--- config.mk ---
export PLATFORM = sky130hd
export DESIGN_NAME = source_route_discovery_node
export DESIGN_NICKNAME = d
export VERILOG_FILES = /design/src/sv/srd_pkg.sv /design/src/sv/srd_fifo.sv /design/src/sv/srd_front.sv /design/src/sv/srd_back.sv /design/src/sv/source_route_discovery_node.sv
export SDC_FILE = /design/constraint.sdc
export NUM_CORES = 2
export LEC_CHECK = 0
export ABC_CLOCK_PERIOD_IN_PS = 8400
export BUFFER_PORTS_ARGS = -buffer_cell sky130_fd_sc_hd__buf_2
export CAP_MARGIN = 25
export CORE_MARGIN = 5
export CORE_UTILIZATION = 56
export DETAILED_ROUTE_END_ITERATION = 10
export HOLD_SLACK_MARGIN = 0.08
export PLACE_DENSITY = 0.78
export SLEW_MARGIN = 10
export SYNTH_ARGS = -nofsm -noshare
export SYNTH_HDL_FRONTEND = slang
export SYNTH_SLANG_ARGS = --single-unit
--- constraint.sdc ---
create_clock -name i_clk -period 8.4 [get_ports i_clk]
set_input_delay 1.68 -clock i_clk [delete_from_list [all_inputs] [get_ports i_clk]]
set_output_delay 1.68 -clock i_clk [all_outputs]
set_load 0.03 [all_outputs]
--- src/sv/srd_pkg.sv ---
package srd_pkg;

    localparam int unsigned MAX_NODE_COUNT_DEF = 8;
    localparam int unsigned NODE_IDS           = 8;
    localparam int unsigned CMD_DEPTH          = 2;
    localparam int unsigned OUT_DEPTH          = 2;

    localparam logic [31:0] PACKET_MAGIC = 32'h4e45_5421;
    localparam logic [31:0] NO_ROUTE     = 32'hffff_ffff;
    localparam logic [3:0]  EMPTY_SLOT   = 4'hf;

    // input action codes
    localparam logic [1:0] ACT_START  = 2'd0;
    localparam logic [1:0] ACT_PACKET = 2'd1;
    localparam logic [1:0] ACT_QUERY  = 2'd2;

    // packet type codes
    localparam logic [1:0] PT_DISCOVER = 2'd1;
    localparam logic [1:0] PT_REPLY    = 2'd2;

    // result kinds
    localparam logic KIND_PACKET = 1'b0;
    localparam logic KIND_REPORT = 1'b1;

    // configuration register indexes
    localparam logic CFG_MY_ID     = 1'b0;
    localparam logic CFG_NEIGHBORS = 1'b1;

    typedef enum logic [1:0] {
        OP_SEND,
        OP_QUERY,
        OP_UPDATE
    } t_op;

    // one classified command from front to back
    typedef struct packed {
        t_op         op;
        logic [7:0]  send_mask;   // neighbors that get a discover copy
        logic        reply_ok;    // a reply follows the copies
        logic [2:0]  reply_hop;
        logic [2:0]  csrc;        // source field of discover copies
        logic [2:0]  rsrc;        // source field of the reply
        logic [2:0]  rdst;        // destination field of the reply
        logic [2:0]  node;        // table index for query and update
        logic [31:0] stamp;
        logic [31:0] path;
        logic [31:0] rtt;
    } t_cmd;

    typedef struct packed {
        logic        kind;
        logic [2:0]  next_hop;
        logic [2:0]  out_source;
        logic [2:0]  out_destination;
        logic [1:0]  out_type;
        logic [31:0] out_time;
        logic [31:0] out_path;
        logic [31:0] route_length;
        logic        last;
    } t_res;

    // Walk the path back from this node: {ok, hop}. ok low drops the reply.
    function automatic logic [3:0] back_hop(input logic [31:0] path, input logic [2:0] id,
                                            input int unsigned slots);
        logic [3:0] d;
        logic [3:0] s;
        logic       done;
        logic       ok;
        d    = path[3:0];
        done = 1'b0;
        ok   = 1'b1;
        for (int i = 1; i < 8; i++) begin
            s = path[4*i +: 4];
            if (!done && (i < slots)) begin
                if (s == EMPTY_SLOT) begin
                    ok   = 1'b0;
                    done = 1'b1;
                end else if (s == {1'b0, id}) begin
                    done = 1'b1;
                end else begin
                    d = s;
                end
            end
        end
        return {ok, d[2:0]};
    endfunction

endpackage

--- src/sv/srd_fifo.sv ---
module srd_fifo #(
    parameter int unsigned WIDTH = 8,
    parameter int unsigned DEPTH = 2
) (
    input  logic             i_clk,
    input  logic             i_rst_n,
    input  logic             i_push,
    input  logic [WIDTH-1:0] i_data,
    output logic             o_full,
    input  logic             i_pop,
    output logic [WIDTH-1:0] o_data,
    output logic             o_empty
);
    localparam int unsigned PW = (DEPTH > 1) ? $clog2(DEPTH) : 1;
    localparam int unsigned CW = $clog2(DEPTH + 1);

    logic [WIDTH-1:0] r_mem [DEPTH];
    logic [PW-1:0]    r_wr, n_wr, r_rd, n_rd;
    logic [CW-1:0]    r_cnt, n_cnt;
    logic             do_push, do_pop;

    assign o_full  = (r_cnt == CW'(DEPTH));
    assign o_empty = (r_cnt == '0);
    assign o_data  = r_mem[r_rd];
    assign do_push = i_push && !o_full;
    assign do_pop  = i_pop && !o_empty;

    always_comb begin
        n_wr  = r_wr;
        n_rd  = r_rd;
        n_cnt = r_cnt;
        if (do_push) begin
            n_wr = (r_wr == PW'(DEPTH - 1)) ? '0 : r_wr + PW'(1);
        end
        if (do_pop) begin
            n_rd = (r_rd == PW'(DEPTH - 1)) ? '0 : r_rd + PW'(1);
        end
        if (do_push && !do_pop) begin
            n_cnt = r_cnt + CW'(1);
        end else if (do_pop && !do_push) begin
            n_cnt = r_cnt - CW'(1);
        end
    end

    always_ff @(posedge i_clk) begin
        if (!i_rst_n) begin
            r_wr  <= '0;
            r_rd  <= '0;
            r_cnt <= '0;
        end else begin
            r_wr  <= n_wr;
            r_rd  <= n_rd;
            r_cnt <= n_cnt;
        end
        if (do_push) begin
            r_mem[r_wr] <= i_data;
        end
    end

endmodule

--- src/sv/srd_front.sv ---
module srd_front #(
    parameter int unsigned MAX_NODE_COUNT = 8
) (
    input  logic          i_clk,
    input  logic          i_rst_n,
    input  logic          i_cfg_we,
    input  logic          i_cfg_idx,
    input  logic [7:0]    i_cfg_data,
    input  logic          i_push,
    input  logic [1:0]    i_action,
    input  logic [31:0]   i_magic,
    input  logic [1:0]    i_packet_type,
    input  logic [2:0]    i_pkt_source,
    input  logic [2:0]    i_pkt_destination,
    input  logic [31:0]   i_time_sent,
    input  logic [31:0]   i_path_in,
    input  logic [31:0]   i_now_time,
    input  logic [2:0]    i_query_node,
    input  logic          i_cmd_full,
    output logic          o_cmd_push,
    output srd_pkg::t_cmd o_cmd
);
    import srd_pkg::*;

    localparam int unsigned PATH_SLOTS = (MAX_NODE_COUNT < 8) ? MAX_NODE_COUNT : 8;

    logic [2:0]  r_my_id;
    logic [7:0]  r_neighbor_mask;
    logic        keep;
    logic        found;
    logic [31:0] new_path;
    logic [7:0]  seen;
    logic [3:0]  bh_disc;
    logic [3:0]  bh_fwd;
    logic        magic_ok;

    // find the first empty slot and stamp this node into it
    always_comb begin
        found    = 1'b0;
        new_path = i_path_in;
        for (int i = 0; i < 8; i++) begin
            if (!found && (i < PATH_SLOTS) && (i_path_in[4*i +: 4] == EMPTY_SLOT)) begin
                found             = 1'b1;
                new_path[4*i +: 4] = {1'b0, r_my_id};
            end
        end
    end

    // neighbors already on the extended path
    always_comb begin
        seen = '0;
        for (int nb = 0; nb < 8; nb++) begin
            for (int j = 0; j < 8; j++) begin
                if ((j < PATH_SLOTS) && (new_path[4*j +: 4] == 4'(nb))) begin
                    seen[nb] = 1'b1;
                end
            end
        end
    end

    assign bh_disc  = back_hop(new_path, r_my_id, PATH_SLOTS);
    assign bh_fwd   = back_hop(i_path_in, r_my_id, PATH_SLOTS);
    assign magic_ok = (i_magic == PACKET_MAGIC);

    always_comb begin
        keep  = 1'b0;
        o_cmd = '0;
        o_cmd.op = OP_SEND;
        case (i_action)
            ACT_START: begin
                keep            = (r_neighbor_mask != '0);
                o_cmd.send_mask = r_neighbor_mask;
                o_cmd.csrc      = r_my_id;
                o_cmd.stamp     = i_now_time;
                o_cmd.path      = {29'h1fff_fffe, r_my_id};
            end
            ACT_QUERY: begin
                keep       = 1'b1;
                o_cmd.op   = OP_QUERY;
                o_cmd.node = i_query_node;
            end
            ACT_PACKET: begin
                if (magic_ok && (i_packet_type == PT_DISCOVER)) begin
                    o_cmd.send_mask = r_neighbor_mask & ~seen;
                    o_cmd.reply_ok  = bh_disc[3];
                    o_cmd.reply_hop = bh_disc[2:0];
                    o_cmd.csrc      = i_pkt_source;
                    o_cmd.rsrc      = r_my_id;
                    o_cmd.rdst      = i_pkt_source;
                    o_cmd.stamp     = i_time_sent;
                    o_cmd.path      = new_path;
                    keep = found && (((r_neighbor_mask & ~seen) != '0) || bh_disc[3]);
                end else if (magic_ok && (i_packet_type == PT_REPLY)) begin
                    o_cmd.path = i_path_in;
                    if (i_pkt_destination == r_my_id) begin
                        keep       = 1'b1;
                        o_cmd.op   = OP_UPDATE;
                        o_cmd.node = i_pkt_source;
                        o_cmd.rtt  = i_now_time - i_time_sent;
                    end else begin
                        keep            = bh_fwd[3];
                        o_cmd.reply_ok  = bh_fwd[3];
                        o_cmd.reply_hop = bh_fwd[2:0];
                        o_cmd.rsrc      = i_pkt_source;
                        o_cmd.rdst      = i_pkt_destination;
                        o_cmd.stamp     = i_time_sent;
                    end
                end
            end
            default: keep = 1'b0;
        endcase
    end

    assign o_cmd_push = i_push && !i_cmd_full && keep;

    always_ff @(posedge i_clk) begin
        if (!i_rst_n) begin
            r_my_id         <= '0;
            r_neighbor_mask <= '0;
        end else if (i_cfg_we) begin
            unique case (i_cfg_idx)
                CFG_MY_ID:     r_my_id         <= i_cfg_data[2:0];
                CFG_NEIGHBORS: r_neighbor_mask <= i_cfg_data;
                default:       r_my_id         <= r_my_id;
            endcase
        end
    end

endmodule

--- src/sv/srd_back.sv ---
module srd_back (
    input  logic          i_clk,
    input  logic          i_rst_n,
    input  srd_pkg::t_cmd i_cmd,
    input  logic          i_cmd_empty,
    output logic          o_cmd_pop,
    input  logic          i_out_full,
    output logic          o_out_push,
    output srd_pkg::t_res o_res
);
    import srd_pkg::*;

    logic        r_busy, n_busy;
    t_cmd        r_cmd, n_cmd;
    logic [7:0]  r_mask, n_mask;
    logic [31:0] r_best_route [NODE_IDS];
    logic [31:0] r_best_time  [NODE_IDS];
    logic [2:0]  low_nb;
    logic [7:0]  rest;
    logic        upd;

    // lowest pending neighbor first
    always_comb begin
        low_nb = '0;
        for (int i = 7; i >= 0; i--) begin
            if (r_mask[i]) begin
                low_nb = 3'(i);
            end
        end
    end

    assign rest = r_mask & (r_mask - 8'd1);

    always_comb begin
        n_busy     = r_busy;
        n_cmd      = r_cmd;
        n_mask     = r_mask;
        o_cmd_pop  = 1'b0;
        o_out_push = 1'b0;
        o_res      = '0;
        upd        = 1'b0;
        if (!r_busy) begin
            if (!i_cmd_empty) begin
                o_cmd_pop = 1'b1;
                n_cmd     = i_cmd;
                n_mask    = i_cmd.send_mask;
                n_busy    = 1'b1;
            end
        end else begin
            unique case (r_cmd.op)
                OP_SEND: begin
                    if (!i_out_full) begin
                        o_out_push     = 1'b1;
                        o_res.kind     = KIND_PACKET;
                        o_res.out_time = r_cmd.stamp;
                        o_res.out_path = r_cmd.path;
                        if (r_mask != '0) begin
                            o_res.next_hop        = low_nb;
                            o_res.out_source      = r_cmd.csrc;
                            o_res.out_destination = low_nb;
                            o_res.out_type        = PT_DISCOVER;
                            o_res.last            = (rest == '0) && !r_cmd.reply_ok;
                            n_mask                = rest;
                            if ((rest == '0) && !r_cmd.reply_ok) begin
                                n_busy = 1'b0;
                            end
                        end else begin
                            o_res.next_hop        = r_cmd.reply_hop;
                            o_res.out_source      = r_cmd.rsrc;
                            o_res.out_destination = r_cmd.rdst;
                            o_res.out_type        = PT_REPLY;
                            o_res.last            = 1'b1;
                            n_busy                = 1'b0;
                        end
                    end
                end
                OP_QUERY: begin
                    if (!i_out_full) begin
                        o_out_push         = 1'b1;
                        o_res.kind         = KIND_REPORT;
                        o_res.out_path     = r_best_route[r_cmd.node];
                        o_res.route_length = r_best_time[r_cmd.node];
                        o_res.last         = 1'b1;
                        n_busy             = 1'b0;
                    end
                end
                OP_UPDATE: begin
                    upd    = (r_best_time[r_cmd.node] > r_cmd.rtt);
                    n_busy = 1'b0;
                end
                default: n_busy = 1'b0;
            endcase
        end
    end

    always_ff @(posedge i_clk) begin
        if (!i_rst_n) begin
            r_busy <= 1'b0;
            for (int i = 0; i < NODE_IDS; i++) begin
                r_best_route[i] <= NO_ROUTE;
                r_best_time[i]  <= NO_ROUTE;
            end
        end else begin
            r_busy <= n_busy;
            if (upd) begin
                r_best_route[r_cmd.node] <= r_cmd.path;
                r_best_time[r_cmd.node]  <= r_cmd.rtt;
            end
        end
        r_cmd  <= n_cmd;
        r_mask <= n_mask;
    end

    a_send_has_work: assert property (@(posedge i_clk) disable iff (!i_rst_n)
        (r_busy && (r_cmd.op == OP_SEND)) |-> ((r_mask != '0) || r_cmd.reply_ok))
        else $error("send command with nothing to emit");

    a_last_ends_cmd: assert property (@(posedge i_clk) disable iff (!i_rst_n)
        (o_out_push && o_res.last) |=> !r_busy)
        else $error("back still busy after final word");

    a_pop_when_idle: assert property (@(posedge i_clk) disable iff (!i_rst_n)
        o_cmd_pop |-> !r_busy)
        else $error("command popped while busy");

    a_report_is_last: assert property (@(posedge i_clk) disable iff (!i_rst_n)
        (o_out_push && (o_res.kind == KIND_REPORT)) |-> o_res.last)
        else $error("route report not marked final");

endmodule

--- src/sv/source_route_discovery_node.sv ---
// Path: an accepted word passes the command queue, then the back sequencer's
//   command register, before its first result enters the result queue.
// Flow: the back sequencer loads one command at a time and emits its words
//   one per cycle while the result queue has room; a stored reply emits none.
// Reset: synchronous, active low; clears config, both queues and the route
//   table (every route empty, every time all ones).
module source_route_discovery_node #(
    parameter int unsigned MAX_NODE_COUNT = srd_pkg::MAX_NODE_COUNT_DEF
) (
    input  logic        i_clk,
    input  logic        i_rst_n,
    // configuration write port
    input  logic        i_cfg_we,
    input  logic        i_cfg_idx,
    input  logic [7:0]  i_cfg_data,
    // input queue side
    input  logic        push,
    output logic        full,
    input  logic [1:0]  i_action,
    input  logic [31:0] i_magic,
    input  logic [1:0]  i_packet_type,
    input  logic [2:0]  i_pkt_source,
    input  logic [2:0]  i_pkt_destination,
    input  logic [31:0] i_time_sent,
    input  logic [31:0] i_path_in,
    input  logic [31:0] i_now_time,
    input  logic [2:0]  i_query_node,
    // result queue side
    output logic        empty,
    input  logic        pop,
    output logic        o_kind,
    output logic [2:0]  o_next_hop,
    output logic [2:0]  o_out_source,
    output logic [2:0]  o_out_destination,
    output logic [1:0]  o_out_type,
    output logic [31:0] o_out_time,
    output logic [31:0] o_out_path,
    output logic [31:0] o_route_length,
    output logic        o_last
);
    import srd_pkg::*;

    localparam int unsigned CMD_W = $bits(t_cmd);
    localparam int unsigned RES_W = $bits(t_res);

    t_cmd             fr_cmd;
    logic             fr_push;
    logic [CMD_W-1:0] cq_data;
    logic             cq_empty;
    logic             bk_pop;
    t_res             bk_res;
    logic             bk_push;
    logic             oq_full;
    logic [RES_W-1:0] oq_data;
    t_res             res;

    // Front: hold config, classify each word, drop bad or empty work, and
    // precompute the extended path, the flood mask and the reply hop.
    srd_front #(
        .MAX_NODE_COUNT (MAX_NODE_COUNT)
    ) u_front (
        .i_clk             (i_clk),
        .i_rst_n           (i_rst_n),
        .i_cfg_we          (i_cfg_we),
        .i_cfg_idx         (i_cfg_idx),
        .i_cfg_data        (i_cfg_data),
        .i_push            (push),
        .i_action          (i_action),
        .i_magic           (i_magic),
        .i_packet_type     (i_packet_type),
        .i_pkt_source      (i_pkt_source),
        .i_pkt_destination (i_pkt_destination),
        .i_time_sent       (i_time_sent),
        .i_path_in         (i_path_in),
        .i_now_time        (i_now_time),
        .i_query_node      (i_query_node),
        .i_cmd_full        (full),
        .o_cmd_push        (fr_push),
        .o_cmd             (fr_cmd)
    );

    // Command queue: decouple classification from emission. Full backs up
    // the input side even for words that will be dropped.
    srd_fifo #(
        .WIDTH (CMD_W),
        .DEPTH (CMD_DEPTH)
    ) u_cmd_q (
        .i_clk   (i_clk),
        .i_rst_n (i_rst_n),
        .i_push  (fr_push),
        .i_data  (fr_cmd),
        .o_full  (full),
        .i_pop   (bk_pop),
        .o_data  (cq_data),
        .o_empty (cq_empty)
    );

    // Back: walk the flood mask one neighbor per cycle (held on a full result
    // queue), then the reply; queries and rtt updates use the route table.
    srd_back u_back (
        .i_clk       (i_clk),
        .i_rst_n     (i_rst_n),
        .i_cmd       (t_cmd'(cq_data)),
        .i_cmd_empty (cq_empty),
        .o_cmd_pop   (bk_pop),
        .i_out_full  (oq_full),
        .o_out_push  (bk_push),
        .o_res       (bk_res)
    );

    // Result queue: hold finished words while the consumer stalls.
    srd_fifo #(
        .WIDTH (RES_W),
        .DEPTH (OUT_DEPTH)
    ) u_out_q (
        .i_clk   (i_clk),
        .i_rst_n (i_rst_n),
        .i_push  (bk_push),
        .i_data  (bk_res),
        .o_full  (oq_full),
        .i_pop   (pop),
        .o_data  (oq_data),
        .o_empty (empty)
    );

    assign res               = t_res'(oq_data);
    assign o_kind            = res.kind;
    assign o_next_hop        = res.next_hop;
    assign o_out_source      = res.out_source;
    assign o_out_destination = res.out_destination;
    assign o_out_type        = res.out_type;
    assign o_out_time        = res.out_time;
    assign o_out_path        = res.out_path;
    assign o_route_length    = res.route_length;
    assign o_last            = res.last;

endmodule

==> key figures <==
Outcome
  • Outcome: finished clean

Critical path
  • CP endpoint kind: flop
  • CP cell instances: buf_4 -> mux4_2 -> mux2_2 -> ha_1 -> a21o_1 -> a21oi_1 -> nor2b_1 -> o21ai_0 -> nand2b_1 -> a21oi_1 -> o21ai_0 -> a21oi_1 -> nand2_2 -> buf_4 -> nand4_1 -> nand2_2 -> buf_4
  • Slowest CP cell: dfxtp_4
  • Worst path top cell family by delay: simple AND/OR/NAND/NOR gates
  • Max Fanout on Critical Path: 47
  • Setup crit start kind: flop
  • WP data required: 8.72 ns
  • Critical path arrival: 6.76 ns
  • Largest stage delay on the critical path: about 0.95 ns
  • Crit path buffers/inverters: 3
  • Crit path kind: reg2reg

Detailed routing
  • Routed wire length: approximately 120000 um
  • Post-DR wirelength/cell: about 25 um
  • Vias per cell: approximately 6.2
  • Routed vias: 30.9k
  • DR DRC count: 0
  • Final ANT Viol Nets: 0
  • Iteration-0 DRC Markers: ~3.3k
  • DR pass1 iterations: 5

Placement
  • Routability cong.: between 0.9 and 1
  • PortBufs: about 270
  • HPWL Detailed: around 77000 um
  • Placed cell count: about 4.8k

STA
  • Clock Skew: 0.0376 ns
  • Max-slew headroom: 0.315
  • Setup TNS: 0 ns
  • Max Clock Freq: 0.155 GHz
  • Final Max Slew Viols: 0
  • Unrepaired setup endpoints after global routing: no
  • Final hold violation count: 0
  • Measured slew at the worst slew-check pin: slightly above 1 ns
  • Fin crit period: ~6.4 ns
  • Final period util: 0.767
  • Final setup vio count: 0

Pwr
  • P per Cell Area: 278 nW/um^2
  • Design Power: around 16 mW
  • Peak VDD IR: between 0.2 and 0.25 mV
  • Leakage: approximately 18 nW

Floorplanning
  • Die W: around 310 um
  • Core Box Area: 91200 um^2
  • Initial core utilization: 0.561
  • Die height: between 300 and 400 um
  • I/O pin count: approximately 270
  • Die footprint: just under 100000 um^2
  • Rows: between 100 and 150

Clocking
  • TritonCTS Sinks: 1121
  • H-tree depth: 3
  • Setup bufs post-CTS: 0
  • Clock Tree Root: clkbuf_16
  • # hold bufs at CTS: 0
  • Worst-skew pair later-pin latency: roughly 0.69 ns
  • Quantity of gates resized following cts: 0
  • Num CTS Buffers: between 100 and 150
  • CTS max path bufs: 3
  • Clock Pin Slew Worst Setup and Hold Paths: roughly 0.060 ns
  • CTS tree: done

Cells and area
  • # nets final: 3944
  • Layout area overhead: 12.4%
  • Fillcell total: 6461
  • Share of layout cells above drive strength 1: 0.282
  • Post-Layout Cell Count: roughly 5.0k

Min path
  • HP Class: reg2reg

Yosys
  • Avg Cell Area, Syn: 14.6 um^2
  • Cells after Synth: roughly 3.5k
  • Mapped Area: a little over 50000 um^2
  • Synth warnings: 0
  • #FFs+latches synth: 1121
  • Post-synth EDFFs: around 1.1k
  • Mapped Nets: 3736
  • Seq/Total Area, Yosys: 0.652
  • Ys async rst share: 0
  • Distinct cells, synth: 93
  • Synth Flop Type: edfxtp_1

GRT
  • Number of antenna violations at the first check in global routing: 7
  • Vias in the first global route: ~31k
  • Total gr overflow: 0
  • Pin count of the biggest net entering global routing: between 100 and 150
  • First-pass GRT wire length: roughly 190000 um
  • GRT Util Overall: 0.247

Flow run
  • Max cap viols: 0
logic make-up after synthesis:
family	synth area share
AO/OA/AOI/OAI	0.0591
XOR/XNOR	0.00855
adder cells (fa/ha/maj)	0.0177
buffers and inverters	0.0243
flip-flops	0.652
multiplexers	0.121
AND/OR/NAND/NOR	0.117
path summary, 6_finish.rpt:
kind	slack [ns]	endpoint	cells after the start	start
setup / recovery	1.95	u_back.r_best_route[3][6]	17	flop
hold / removal	0.52	u_cmd_q.r_cnt[1]	2	u_cmd_q.r_cnt[1]
setup reg to reg	1.95	u_back.r_best_route[3][6]	17	flop
hold reg to reg	0.52	u_cmd_q.r_cnt[1]	2	u_cmd_q.r_cnt[1]
worst register-to-register path: stages, from the launching register on:
cell and delay (ns):
dfxtp_4 0.95, buf_4 0.53, mux4_2 0.56, mux2_2 0.29, ha_1 0.31, a21o_1 0.11
a21oi_1 0.06, nor2b_1 0.09, o21ai_0 0.08, nand2b_1 0.08, a21oi_1 0.06, o21ai_0 0.26
a21oi_1 0.14, nand2_2 0.56, buf_4 0.47, nand4_1 0.21, nand2_2 0.78, buf_4 0.54
flip-flops by register name (all words and copies together), names as in the netlist, named ones only:
register,count
u_back.r_best_route,256
u_back.r_best_time,256
u_back.r_busy,1
u_back.r_cmd,114
u_back.r_mask,8
u_cmd_q.r_cnt,2
u_cmd_q.r_mem,244
u_cmd_q.r_rd,1
u_cmd_q.r_wr,1
u_front.r_my_id,3
u_front.r_neighbor_mask,8
u_out_q.r_cnt,2
u_out_q.r_mem,218
u_out_q.r_rd,1
u_out_q.r_wr,1
placed cells by master, fill, tap and decap left out, types with 46 or more instances in the layout:
cell type,Yosys,routed
nand3_1,46,46
and2_1,49,47
nand2b_1,211,206
mux4_2,128,128
o21ai_0,87,87
nand4_1,91,91
or2_2,139,139
nand2_1,234,229
ha_1,70,69
clkinv_1,32,49
inv_1,59,58
nor2_1,158,156
clkbuf_16,0,109
nor2b_1,59,59
buf_2,17,266
mux2_2,257,257
edfxtp_1,1096,1096
a21oi_1,98,98
synth_stat cells, types with 10 or more instances:
| master | count | area share |
|---|---|---|
| mux2_2 | 257 | 0.057 |
| nor3_1 | 23 | 0.0022 |
| o21a_1 | 10 | 0.0015 |
| xor2_1 | 33 | 0.0056 |
| and4_1 | 11 | 0.0019 |
| nor2b_1 | 59 | 0.0072 |
| clkinv_1 | 32 | 0.0023 |
| edfxtp_1 | 1096 | 0.64 |
| clkbuf_1 | 171 | 0.013 |
| and2_1 | 49 | 0.0060 |
| nand3_1 | 46 | 0.0045 |
| or3_1 | 15 | 0.0018 |
| o21ai_0 | 87 | 0.0085 |
| nand2_1 | 234 | 0.017 |
| mux4_2 | 128 | 0.056 |
| nor2_1 | 158 | 0.012 |
| o22ai_1 | 16 | 0.0020 |
| a21boi_0 | 11 | 0.0016 |
| buf_1 | 26 | 0.0019 |
| mux2i_1 | 44 | 0.0086 |
| inv_1 | 59 | 0.0043 |
| buf_2 | 17 | 0.0017 |
| xnor2_1 | 17 | 0.0029 |
| or2_2 | 139 | 0.017 |
| dfxtp_1 | 25 | 0.0098 |
| o211ai_1 | 14 | 0.0021 |
| nand2b_1 | 211 | 0.026 |
| a21oi_1 | 98 | 0.0096 |
| nand4_1 | 91 | 0.011 |
| ha_1 | 70 | 0.017 |
| a22o_1 | 40 | 0.0068 |
| a21o_1 | 35 | 0.0051 |
per-stage QoR:
stage	cell area (um^2)	hold WS [ns]	util	setup slack (ns)
floorplan	51200	0.470	-	1.35
global placement	53600	0.491	0.588	2.00
detailed placement	53700	0.507	0.588	1.97
CTS	57400	0.516	0.629	1.87
global route	57600	0.551	0.631	1.42
finish	57600	0.519	0.631	1.95
power breakdown:
group	switching, mW	total, mW	leakage (nW)	internal [mW]
sequential	0.616	7.41	9.17	6.79
combinational	2.21	3.49	6.82	1.28
clock	2.11	5.10	1.82	2.99
metal layers:
metal / track usage / vias to the layer above / wire length (um)
met2: 0.392 / 1518 / 57700
met3: 0.0525 / 224 / 11400
li1: - / 13700 / -
met5: 0 / - / 0
met4: 0.0793 / 0 / 3800
met1: 0.348 / 15400 / 50000
area by class of cell:
| cell class | count | area (um^2) | share of cell area |
|---|---|---|---|
| diodes | 5 | 12.5 | 0.000217 |
| inverters | 91 | 344 | 0.00598 |
| clock inverters | 78 | 950 | 0.0165 |
| well taps | 1186 | 1480 | 0.0258 |
| clock buffers | 129 | 2810 | 0.0489 |
| repair buffers | 320 | 1900 | 0.0329 |
| flip-flops and latches | 1121 | 33400 | 0.581 |
| multi-input cells | 2075 | 16600 | 0.289 |
No activity file was read; power rests on OpenSTA's default activity.
